===== src/hdl/dsmr_pkg.sv =====
// shared types and constants for the dual sensor mouse report unit
package dsmr_pkg;

    // sqrt(2) scaled by 2^34, good enough that floor(mag * sqrt2) comes out exact
    localparam int SQRT2_SHIFT = 34;
    localparam logic [34:0] SQRT2_Q34 = 35'd24296004000;

    // fraction bits of the reciprocal used to divide by the scroll tick
    localparam int RECIP_SHIFT = 24;

    // one poll from the sensors, last field in the lowest bits
    typedef struct packed {
        logic               host_suspended;
        logic [2:0]         buttons_down;
        logic signed [15:0] sensor2_dy;
        logic signed [15:0] sensor2_dx;
        logic signed [15:0] sensor1_dy;
        logic signed [15:0] sensor1_dx;
    } poll_t;

    // one report to the host, last field in the lowest bits
    typedef struct packed {
        logic               tick_click;
        logic               wake_host;
        logic signed [7:0]  wheel;
        logic signed [7:0]  move_y;
        logic signed [7:0]  move_x;
        logic [2:0]         button_mask;
    } out_rpt_t;

    // front stage results: rotation product and pre-divided scroll amount
    typedef struct packed {
        logic [15:0]        rot_floor;
        logic               rot_pos;
        logic               rot_zero;
        logic signed [15:0] move_y;
        logic               scroll;
        logic signed [16:0] raw;
        logic               raw_neg;
        logic [15:0]        raw_mag;
        logic [15:0]        raw_quot;
        logic [2:0]         buttons;
        logic               suspended;
    } front_t;

    // middle stage results: final motion and signed split of the scroll amount
    typedef struct packed {
        logic signed [7:0]  move_x;
        logic signed [7:0]  move_y;
        logic signed [7:0]  wheel;
        logic               motion_nz;
        logic               scroll;
        logic signed [16:0] raw;
        logic signed [16:0] raw_quot;
        logic signed [8:0]  raw_rem;
        logic [2:0]         buttons;
        logic               suspended;
    } mid_t;

    // magnitude of a 16 bit signed value; the most negative value maps to 2^15
    function automatic logic [15:0] abs16(input logic signed [15:0] v);
        return v[15] ? 16'(-v) : 16'(v);
    endfunction

endpackage


===== src/hdl/dsmr_front.sv =====
// front stage: scroll detection, rotation multiply and reciprocal multiply
module dsmr_front #(
    parameter int WHEEL_DETENT = 128
) (
    input  logic             aclk,
    input  logic             aresetn,
    input  logic             in_valid,
    output logic             in_ready,
    input  dsmr_pkg::poll_t  in_data,
    output logic             out_valid,
    input  logic             out_ready,
    output dsmr_pkg::front_t out_data
);

    localparam logic [dsmr_pkg::RECIP_SHIFT-1:0] RECIP =
        dsmr_pkg::RECIP_SHIFT'(((64'd1 << dsmr_pkg::RECIP_SHIFT) + WHEEL_DETENT - 1)
                               / WHEEL_DETENT);
    localparam int PW = 16 + dsmr_pkg::RECIP_SHIFT;

    logic             valid_reg;
    logic             valid_next;
    dsmr_pkg::front_t data_reg;
    dsmr_pkg::front_t data_next;
    logic             load;

    logic [15:0]        ax1, ay1, ax2, ay2;
    logic [50:0]        rot_prod;
    logic signed [16:0] dy_sum;
    logic signed [16:0] dy_adj;
    logic signed [16:0] half;
    logic signed [16:0] raw;
    logic [15:0]        raw_mag;
    logic [PW-1:0]      div_prod;

    assign in_ready = !valid_reg || out_ready;
    assign load     = in_valid && in_ready;

    // axis magnitudes on both sensors, used by the mostly-vertical test
    always_comb begin
        ax1 = dsmr_pkg::abs16(in_data.sensor1_dx);
        ay1 = dsmr_pkg::abs16(in_data.sensor1_dy);
        ax2 = dsmr_pkg::abs16(in_data.sensor2_dx);
        ay2 = dsmr_pkg::abs16(in_data.sensor2_dy);
    end

    // rotation: floor(sqrt2 * |dx2|)
    assign rot_prod = 51'(ax2) * 51'(dsmr_pkg::SQRT2_Q34);

    // averaged scroll amount, negated, rounded toward zero
    always_comb begin
        dy_sum  = {in_data.sensor1_dy[15], in_data.sensor1_dy}
                + {in_data.sensor2_dy[15], in_data.sensor2_dy};
        dy_adj  = dy_sum + 17'({16'd0, dy_sum[16]});
        half    = dy_adj >>> 1;
        raw     = 17'sd0 - half;
        raw_mag = raw[16] ? 16'(-raw) : raw[15:0];
    end

    // quotient of the scroll magnitude by the tick, via reciprocal
    assign div_prod = PW'(raw_mag) * PW'(RECIP);

    // next contents of the stage register
    always_comb begin
        data_next.rot_floor = rot_prod[dsmr_pkg::SQRT2_SHIFT +: 16];
        data_next.rot_pos   = in_data.sensor2_dx[15];
        data_next.rot_zero  = (in_data.sensor2_dx == 16'sd0);
        data_next.move_y    = in_data.sensor1_dx;
        data_next.scroll    = ({1'b0, ay1} > {ax1, 1'b0}) && ({1'b0, ay2} > {ax2, 1'b0});
        data_next.raw       = raw;
        data_next.raw_neg   = raw[16];
        data_next.raw_mag   = raw_mag;
        data_next.raw_quot  = div_prod[dsmr_pkg::RECIP_SHIFT +: 16];
        data_next.buttons   = in_data.buttons_down;
        data_next.suspended = in_data.host_suspended;
    end

    // stage valid
    always_comb begin
        if (load) begin
            valid_next = 1'b1;
        end else if (out_ready) begin
            valid_next = 1'b0;
        end else begin
            valid_next = valid_reg;
        end
    end

    always_ff @(posedge aclk) begin
        if (!aresetn) begin
            valid_reg <= 1'b0;
        end else begin
            valid_reg <= valid_next;
        end
    end

    always_ff @(posedge aclk) begin
        if (load) begin
            data_reg <= data_next;
        end
    end

    assign out_valid = valid_reg;
    assign out_data  = data_reg;

endmodule


===== src/hdl/dsmr_mid.sv =====
// middle stage: pointer x from the rotated sensor, signed split of the scroll amount
module dsmr_mid #(
    parameter int WHEEL_DETENT = 128
) (
    input  logic             aclk,
    input  logic             aresetn,
    input  logic             in_valid,
    output logic             in_ready,
    input  dsmr_pkg::front_t in_data,
    output logic             out_valid,
    input  logic             out_ready,
    output dsmr_pkg::mid_t   out_data
);

    logic           valid_reg;
    logic           valid_next;
    dsmr_pkg::mid_t data_reg;
    dsmr_pkg::mid_t data_next;
    logic           load;

    logic signed [17:0] y_ext;
    logic signed [17:0] f_ext;
    logic signed [17:0] base_p;
    logic signed [17:0] base_n;
    logic signed [17:0] x_full;
    logic [23:0]        tick_prod;
    logic [15:0]        rem_mag;
    logic signed [8:0]  rem_pos;
    logic signed [16:0] quot_pos;

    assign in_ready = !valid_reg || out_ready;
    assign load     = in_valid && in_ready;

    // x = trunc(sqrt2 * s - y), s = -dx2, value never lands on an integer when s != 0
    always_comb begin
        y_ext  = {{2{in_data.move_y[15]}}, in_data.move_y};
        f_ext  = {2'b00, in_data.rot_floor};
        base_p = f_ext - y_ext;
        base_n = 18'sd0 - f_ext - y_ext;
        priority if (in_data.rot_zero) begin
            x_full = 18'sd0 - y_ext;
        end else if (in_data.rot_pos) begin
            x_full = base_p[17] ? base_p + 18'sd1 : base_p;
        end else begin
            x_full = (!base_n[17] && base_n != 18'sd0) ? base_n - 18'sd1 : base_n;
        end
    end

    // remainder of the scroll magnitude, then signs restored
    always_comb begin
        tick_prod = 24'(in_data.raw_quot) * 24'(WHEEL_DETENT);
        rem_mag   = in_data.raw_mag - tick_prod[15:0];
        rem_pos   = {1'b0, rem_mag[7:0]};
        quot_pos  = {1'b0, in_data.raw_quot};
    end

    // next contents of the stage register
    always_comb begin
        data_next.move_x    = in_data.scroll ? 8'sd0 : x_full[7:0];
        data_next.move_y    = in_data.scroll ? 8'sd0 : in_data.move_y[7:0];
        data_next.wheel     = in_data.scroll ? in_data.raw[7:0] : 8'sd0;
        data_next.motion_nz = !in_data.scroll
                              && (x_full != 18'sd0 || in_data.move_y != 16'sd0);
        data_next.scroll    = in_data.scroll;
        data_next.raw       = in_data.raw;
        data_next.raw_quot  = in_data.raw_neg ? 17'sd0 - quot_pos : quot_pos;
        data_next.raw_rem   = in_data.raw_neg ? 9'sd0 - rem_pos : rem_pos;
        data_next.buttons   = in_data.buttons;
        data_next.suspended = in_data.suspended;
    end

    // stage valid
    always_comb begin
        if (load) begin
            valid_next = 1'b1;
        end else if (out_ready) begin
            valid_next = 1'b0;
        end else begin
            valid_next = valid_reg;
        end
    end

    always_ff @(posedge aclk) begin
        if (!aresetn) begin
            valid_reg <= 1'b0;
        end else begin
            valid_reg <= valid_next;
        end
    end

    always_ff @(posedge aclk) begin
        if (load) begin
            data_reg <= data_next;
        end
    end

    assign out_valid = valid_reg;
    assign out_data  = data_reg;

endmodule


===== src/hdl/dsmr_report.sv =====
// report stage: scroll remainder, button latch, report decision and output register
module dsmr_report #(
    parameter int WHEEL_DETENT = 128
) (
    input  logic               aclk,
    input  logic               aresetn,
    input  logic               in_valid,
    output logic               in_ready,
    input  dsmr_pkg::mid_t     in_data,
    output logic               m_valid,
    input  logic               m_ready,
    output dsmr_pkg::out_rpt_t m_data
);

    localparam logic signed [9:0] TK = 10'(WHEEL_DETENT);

    logic signed [7:0]  rem_reg;
    logic signed [7:0]  rem_next;
    logic [2:0]         btn_reg;
    logic               m_valid_reg;
    logic               m_valid_next;
    dsmr_pkg::out_rpt_t m_data_reg;
    dsmr_pkg::out_rpt_t m_data_next;
    logic               consume;

    logic signed [17:0] acc;
    logic signed [9:0]  part;
    logic signed [9:0]  rem_new;
    logic signed [2:0]  adj;
    logic signed [17:0] quot;
    logic               quot_nz;
    logic               changed;
    logic               report;

    assign in_ready = !m_valid_reg || m_ready;
    assign consume  = in_valid && in_ready;

    // combine carried remainder with the pre-split scroll amount
    always_comb begin
        acc  = {in_data.raw[16], in_data.raw} + {{10{rem_reg[7]}}, rem_reg};
        part = {in_data.raw_rem[8], in_data.raw_rem} + {{2{rem_reg[7]}}, rem_reg};
        if (!acc[17]) begin
            // remainder must land in [0, tick)
            priority if (part >= TK) begin
                adj = 3'sd1;
                rem_new = part - TK;
            end else if (part >= 10'sd0) begin
                adj = 3'sd0;
                rem_new = part;
            end else if (part >= -TK) begin
                adj = -3'sd1;
                rem_new = part + TK;
            end else begin
                adj = -3'sd2;
                rem_new = part + TK + TK;
            end
        end else begin
            // remainder must land in (-tick, 0]
            priority if (part <= -TK) begin
                adj = -3'sd1;
                rem_new = part + TK;
            end else if (part <= 10'sd0) begin
                adj = 3'sd0;
                rem_new = part;
            end else if (part <= TK) begin
                adj = 3'sd1;
                rem_new = part - TK;
            end else begin
                adj = 3'sd2;
                rem_new = part - TK - TK;
            end
        end
        quot    = {in_data.raw_quot[16], in_data.raw_quot} + {{15{adj[2]}}, adj};
        quot_nz = in_data.scroll && (quot != 18'sd0);
        rem_next = in_data.scroll ? rem_new[7:0] : rem_reg;
    end

    // report decision and payload
    always_comb begin
        changed = (in_data.buttons != btn_reg);
        report  = in_data.motion_nz || quot_nz || changed;
        m_data_next.button_mask = in_data.buttons;
        m_data_next.move_x      = in_data.move_x;
        m_data_next.move_y      = in_data.move_y;
        m_data_next.wheel       = in_data.wheel;
        m_data_next.wake_host   = changed && in_data.suspended;
        m_data_next.tick_click  = quot_nz;
    end

    // output valid
    always_comb begin
        if (consume) begin
            m_valid_next = report;
        end else if (m_ready) begin
            m_valid_next = 1'b0;
        end else begin
            m_valid_next = m_valid_reg;
        end
    end

    always_ff @(posedge aclk) begin
        if (!aresetn) begin
            m_valid_reg <= 1'b0;
            rem_reg     <= 8'sd0;
            btn_reg     <= 3'd0;
        end else begin
            m_valid_reg <= m_valid_next;
            if (consume) begin
                rem_reg <= rem_next;
                btn_reg <= in_data.buttons;
            end
        end
    end

    always_ff @(posedge aclk) begin
        if (consume && report) begin
            m_data_reg <= m_data_next;
        end
    end

    assign m_valid = m_valid_reg;
    assign m_data  = m_data_reg;

    // a button change always produces a report
    a_change_reports: assert property (@(posedge aclk) disable iff (!aresetn)
        consume && changed |=> m_valid_reg)
        else $error("button change did not produce a report");

    // remainder only moves on scroll polls
    a_rem_holds: assert property (@(posedge aclk) disable iff (!aresetn)
        consume && !in_data.scroll |=> rem_reg == $past(rem_reg))
        else $error("scroll remainder changed outside scroll mode");

    // a wheel tick comes only from a scroll poll, which carries no motion
    a_click_no_motion: assert property (@(posedge aclk) disable iff (!aresetn)
        m_valid_reg && m_data_reg.tick_click |->
            m_data_reg.move_x == 8'sd0 && m_data_reg.move_y == 8'sd0)
        else $error("tick click reported together with pointer motion");

endmodule


===== src/hdl/dual_sensor_mouse_report_unit.sv =====
// top level of the dual sensor mouse report unit
//
// Takes one sensor poll per request on the s_ channel: two optical sensor
// deltas, the pressed button mask and the host suspend flag. Each poll yields
// at most one report on the m_ channel: buttons, pointer x/y, wheel amount,
// remote wakeup and a click pulse for the piezo. Polls with no motion, no
// wheel tick and no button change produce no report at all.
// An accepted poll passes through these stages in order to its report on m_tvalid:
// a front stage holding the two multipliers (sqrt2 rotation and reciprocal of
// the scroll tick), a middle stage finishing pointer x and the signed split of
// the scroll amount, and the report stage where the scroll remainder and the
// button latch live. The remainder update is a single add and select loop, so
// one poll per cycle is taken for as long as the receiver keeps up.
// Reset (aresetn low at a clock edge) empties the pipeline, clears the scroll
// remainder and releases all latched buttons.
// When m_tready is low the report is held and the stages fill behind it; the
// front and middle registers absorb two more polls before s_tready drops.
module dual_sensor_mouse_report_unit #(
    parameter int WHEEL_DETENT = 128
) (
    input  logic        aclk,
    input  logic        aresetn,
    input  logic        s_tvalid,
    output logic        s_tready,
    // sensor1_dx, sensor1_dy, sensor2_dx, sensor2_dy, buttons_down, host_suspended, pad
    input  logic [71:0] s_tdata,
    output logic        m_tvalid,
    input  logic        m_tready,
    // button_mask, move_x, move_y, wheel, wake_host, tick_click, pad
    output logic [31:0] m_tdata
);

    dsmr_pkg::poll_t    poll;
    dsmr_pkg::front_t   front_data;
    dsmr_pkg::mid_t     mid_data;
    dsmr_pkg::out_rpt_t rpt;
    logic               front_valid;
    logic               front_ready;
    logic               mid_valid;
    logic               mid_ready;

    assign poll = dsmr_pkg::poll_t'(s_tdata[$bits(dsmr_pkg::poll_t)-1:0]);

    dsmr_front #(
        .WHEEL_DETENT(WHEEL_DETENT)
    ) u_front (
        .aclk      (aclk),
        .aresetn   (aresetn),
        .in_valid  (s_tvalid),
        .in_ready  (s_tready),
        .in_data   (poll),
        .out_valid (front_valid),
        .out_ready (front_ready),
        .out_data  (front_data)
    );

    dsmr_mid #(
        .WHEEL_DETENT(WHEEL_DETENT)
    ) u_mid (
        .aclk      (aclk),
        .aresetn   (aresetn),
        .in_valid  (front_valid),
        .in_ready  (front_ready),
        .in_data   (front_data),
        .out_valid (mid_valid),
        .out_ready (mid_ready),
        .out_data  (mid_data)
    );

    dsmr_report #(
        .WHEEL_DETENT(WHEEL_DETENT)
    ) u_report (
        .aclk     (aclk),
        .aresetn  (aresetn),
        .in_valid (mid_valid),
        .in_ready (mid_ready),
        .in_data  (mid_data),
        .m_valid  (m_tvalid),
        .m_ready  (m_tready),
        .m_data   (rpt)
    );

    // report packed into the byte-aligned data bus
    assign m_tdata = {(32 - $bits(dsmr_pkg::out_rpt_t))'(0), rpt};

    // the input side only stalls behind a held report
    a_stall_source: assert property (@(posedge aclk) disable iff (!aresetn)
        !s_tready |-> m_tvalid && !m_tready)
        else $error("input stalled while the report register was free");

    // a report only follows an earlier poll
    a_report_after_poll: assert property (@(posedge aclk) disable iff (!aresetn)
        $rose(m_tvalid) |-> $past(mid_valid))
        else $error("report raised without a poll in the last stage");

endmodule

===== config.mk =====
export PLATFORM = sky130hd
export DESIGN_NAME = dual_sensor_mouse_report_unit
export DESIGN_NICKNAME = d
export VERILOG_FILES = /design/src/hdl/dsmr_pkg.sv /design/src/hdl/dsmr_front.sv /design/src/hdl/dsmr_mid.sv /design/src/hdl/dsmr_report.sv /design/src/hdl/dual_sensor_mouse_report_unit.sv
export SDC_FILE = /design/constraint.sdc
export NUM_CORES = 1
export LEC_CHECK = 0
export BUFFER_PORTS_ARGS = -buffer_cell sky130_fd_sc_hd__buf_2
export CORE_MARGIN = 5
export CORE_UTILIZATION = 60
export DETAILED_ROUTE_END_ITERATION = 16
export PLACE_DENSITY = 0.75
export SETUP_SLACK_MARGIN = 0.5
export SYNTH_ARGS = -nofsm -noshare
export SYNTH_HDL_FRONTEND = slang
export SYNTH_SLANG_ARGS = --single-unit

===== constraint.sdc =====
create_clock -name aclk -period 9.8 [get_ports aclk]
set_clock_uncertainty 0.1 [all_clocks]
set_input_delay 1.47 -clock aclk [delete_from_list [all_inputs] [get_ports aclk]]
set_output_delay 1.47 -clock aclk [all_outputs]
set_load 0.05 [all_outputs]

==> Yosys cells after proc, flatten, opt, wreduce, memory -nomap -nowiden <==
Cells that the tools add are included.
{ "op_classes": {"addsub": 24, "n_mul": 1, "order_cmp": 8, "n_eq_ne": 1, "muxes": 31, "n_reduce_logical": 29} }
{ "ops": {"columns": ["operator", "n"], "rows": [
  ["$mux W16", 5],
  ["$neg A16 Y16", 5],
  ["$mux W18", 4],
  ["$mux W8", 8],
  ["$reduce_bool A18 Y1", 3],
  ["$sub A1 B16 Y17 const A", 3],
  ["$mul A16 B30 Y45 const B", 1],
  ["$sub A17 B16 Y18", 2],
  ["$gt A16 B17 Y1", 2],
  ["$add A17 B3 Y18", 1],
  ["$add A17 B8 Y18", 1],
  ["$add A18 B2 Y18 const B", 1],
  ["$sub A18 B2 Y18 const B", 1],
  ["$add A16 B16 Y17", 1],
  ["$add A17 B1 Y17", 1],
  ["$add A8 B8 Y8 const B", 2],
  ["$logic_not A16 Y1", 1],
  ["$reduce_bool A16 Y1", 1],
  ["$sub A8 B8 Y8 const B", 2],
  ["$mux W3", 5],
  ["$add A9 B8 Y10", 1],
  ["$ge A10 B1 Y1 const B", 1],
  ["$ge A10 B8 Y1 const B", 1],
  ["$ge A10 B9 Y1 const B", 1],
  ["15 further kinds", 40]
]} }
{ "totals": {"ff_bits": 184, "output_inout_bits": 34, "elab_cells": 129} }

==> Logic depth before layout (Yosys ltp) <==
{ "depth": {"depth_word": 12, "depth_mapped": 31, "ltp_nobuf": 31} }

==> Modules after synthesis <==
Synthesis repeated with hierarchy kept, for this count alone.
{ "unflattened": {"cells_unflattened": 2403, "area_unflattened_um2": 23157.2} }
{ "modules_own_cells": {"columns": ["mod", "instances", "cells_per_inst", "area_each_um2", "seq_area_each_um2"], "rows": [
  ["dsmr_front", 1, 1352, 13390.3, 2152.1],
  ["dsmr_mid", 1, 706, 6512.5, 2212.1],
  ["dsmr_report", 1, 341, 3228.1, 1111.1],
  ["dual_sensor_mouse_report_unit", 1, 4, 26.3, 0.0]
]} }

==> Least setup slack after synthesis <==
No wires, ideal clock.
{ "synth_timing": {"path_type": "in2reg", "start": "input port s_tdata[40]", "end": "register u_front.data_reg, in the netlist u_front.out_data[88], data pin", "setup_ns": 0.260, "arrival_ns": 8.341, "t_required_ns": 9.440, "slack_ns": 1.099, "path_stages": 27, "path_cell_list": "or4_1 nor3_1 nand2_1 o31ai_1 xnor2_1 inv_1 fa_1 fa_1 inv_1 fa_1 inv_1 fa_1 fa_1 fa_1 inv_1 ha_1 a21o_1 a21o_1 a21oi_1 o21ai_0 a21o_1 a211oi_1 o211ai_1 a31o_2 a211oi_1 o21bai_1 xnor2_1"} }
{ "synth_rtl": {"columns": ["item", "line", "rtl"], "rows": [
  ["start, declared", "dual_sensor_mouse_report_unit.sv:26", "input logic [71:0] s_tdata,"],
  ["end signal, assigned", "dsmr_front.sv:98", "data_reg <= data_next;"],
  ["end, declared", "dsmr_front.sv:22", "dsmr_pkg::front_t data_reg;"]
]} }

==> summary.txt <==
Setup path
  • Worst Setup End Kind: flip-flop
  • Critical path required time: 9880 ps
  • Setup crit start kind: input pin
  • Crit path arrival time: 8920 ps
  • CP Class: input pin to flip-flop
  • Crit Path Max Fanout: 6

Global route
  • Maximum number of pins on one net before global-route repair: 72
  • Vias in the first global route: 17500
  • First-pass GRT wire length: 90200 microns
  • Initial antenna violation count: 3
  • Gr ovfl total: 0
  • Total track usage: 27.3%

Place
  • Port-buffer cells: 102
  • Pre-CTS WS: 444 ps
  • Dpl cells: 2807
  • Hpwl dp: 45900 microns
  • Placer congestion estimate: 0.954

Layout
  • Leading cell types in the layout, fill and taps excluded: 320 x ha_1, 314 x inv_1, 165 x edfxtp_1
  • Final core utilization: 65.9%
  • Non-Filler Instances: 2840
  • Share of cells above drive strength 1: 9.00%
  • Area grow syn2layout: 8.17%
  • Nets@finish: 2905
  • Largest register FFs: 71
  • Most common cell after layout, fill and taps aside: ha_1

Detailed routing
  • DR WL/cell: 19.5 microns
  • Drt via density: 6.06
  • TritonRoute pass-1 iters: 5
  • DRC: 0
  • DR iter-0 viols: 1168
  • Post-Route WL: 55300 microns
  • ANT nets after route: 0
  • Routed vias: 17200

STA
  • Minimum clock period: 8840 ps
  • Final worst slack: 961 ps
  • Slew headroom: 7.73%
  • Max-slew violations: 0
  • Fmax: 113 MHz
  • Hold Slack: 314 ps
  • Slew @ Worst Pin: 1370 ps
  • Final setup fails: 0
  • Hold Vio Cnt, Final: 0
  • Fin crit share: 90.2%
  • TNS Setup: 0 ps
  • RSZ-0062 raised after global routing: no

Outcome
  • Result of the run: completed

Die
  • Core Box Area: 35700 sq um
  • Chip Width: 201 microns
  • Initial Util: 61.0%
  • Row cnt: 69
  • Die span in y: 201 microns
  • Die area: 40200 sq um
  • # IOs: 110

Clocking
  • Clock root cell: clkbuf_16
  • CTS tree: built
  • H-tree lvl count: 4
  • Clk pin slew, worst setup/hold paths: 70 ps
  • # hold bufs at CTS: 0
  • Total CTS buffers: 17
  • TritonCTS Sinks: 179
  • Clk buf depth: 2
  • Worst-skew pair later-pin latency: 430 ps

Power
  • Worst VDD drop: 0.000725 V
  • PwrDens: 350 nW/um^2
  • Leakage power: 10.6 nW

Logic synthesis
  • Synth Instances: 2259
  • EDFF count, synth: 165
  • Adder-cell share of the synthesized area: 31.6%
  • Mux cell area share after synthesis: 0.856%
  • Compound-gate portion of the synthesized area: 14.7%
  • Simple-gate share of the synthesized area: 14.7%
  • Sequential share of the synthesized area: 24.0%
  • Largest family of logic cells by synthesized area: adder cells
  • Post-Syn Area: 21800 sq um
  • Yosys warns: 0
  • Synth cell types: 101
  • Yosys reg bits: 179
  • Ys flop type: edfxtp_1
  • Syn avg cell area: 9.65 sq um
  • Asr flop ratio synth: 0%
  • XOR/XNOR Fraction of Synth Area: 8.02%

Hold path
  • HP Class: flip-flop to flip-flop

Run
  • Max cap viols: 0
## per-layer routing
metal	track usage [%]	share of wire [%]
met1	37.7	45
met2	45.8	47
met3	3.91	5.8
met4	6.66	2.2
met5	0	0.074
## logic make-up after synthesis
logic type / count (synthesis)
AO/OA/AOI/OAI: 460
XOR/XNOR: 196
adder cells (fa/ha/maj): 464
buffers and inverters: 350
flip-flops: 179
multiplexers: 18
other: 1
AND/OR/NAND/NOR: 591
## area by class of cell
cell class,count,area (sq um)
diodes,1,2.50
clock buffers,17,425
clock inverters,15,234
fillers,2912,12200
inverters,314,1180
multi-input cells,1732,15300
flip-flops and latches,179,5240
well taps,461,577
repair buffers,121,653
## where the power goes
part	switching (mW)	leakage (nW)	internal, mW
sequential	0.114	1.68	1.10
clock	0.327	0.317	0.398
combinational	3.66	8.63	2.65
total	4.11	10.6	4.14
## synthesized netlist by cell type, types with 28 or more instances
cell	count	area (sq um)
a21o_1	42	315
ha_1	320	4000
nor2b_1	29	181
inv_1	314	1180
xor2_1	55	482
xnor2_1	137	1200
nand2_1	127	477
edfxtp_1	165	4950
o21ai_0	86	430
nor3_1	59	295
nor2_1	108	405
or3_1	30	188
o21a_1	31	233
nand3_1	41	205
nand2b_1	28	175
fa_1	144	2880
a21oi_1	91	455
## through the flow
step | instance area, sq um | power (mW)
CTS | 23600 | 8.25
detailed placement | 22900 | 7.47
global route | 23600 | 9.19
floorplan | 21800 | 5.90
finish | 23600 | 8.25
global placement | 22900 | 7.23
## worst paths after layout
check	startpoint	end	slack, ps	cells after the start
setup / recovery	s_tdata[38]	u_front.out_data[88]	960	28
hold / removal	u_mid.out_data[62]	u_report.m_data[16]	310	0
setup reg to reg	u_report.rem_reg[0]	u_report.m_valid	3130	28
hold reg to reg	u_mid.out_data[62]	u_report.m_data[16]	310	0
## critical path, stage by stage
cell and delay (ps):
buf_2 130, or4_1 560, nor3_1 220, nand3_1 170, o31ai_1 370, xnor2_2 250, inv_1 140, fa_1 500
fa_1 500, inv_1 60, fa_1 410, inv_1 80, fa_1 440, fa_1 450, fa_1 510, inv_1 40
ha_1 320, a21o_1 170, a21o_1 190, a21oi_1 170, o21ai_0 120, a21o_1 190, a211oi_1 310, o211ai_1 260
a31o_2 290, a211oi_1 350, o21bai_1 130, xnor2_1 140
## repair_timing
item                       in CTS  in global routing
resized for setup               0                  2
setup buffers                   0                  0
setup endpoints to repair       0                  2
Note: power is estimated with default switching activity, not from simulation.
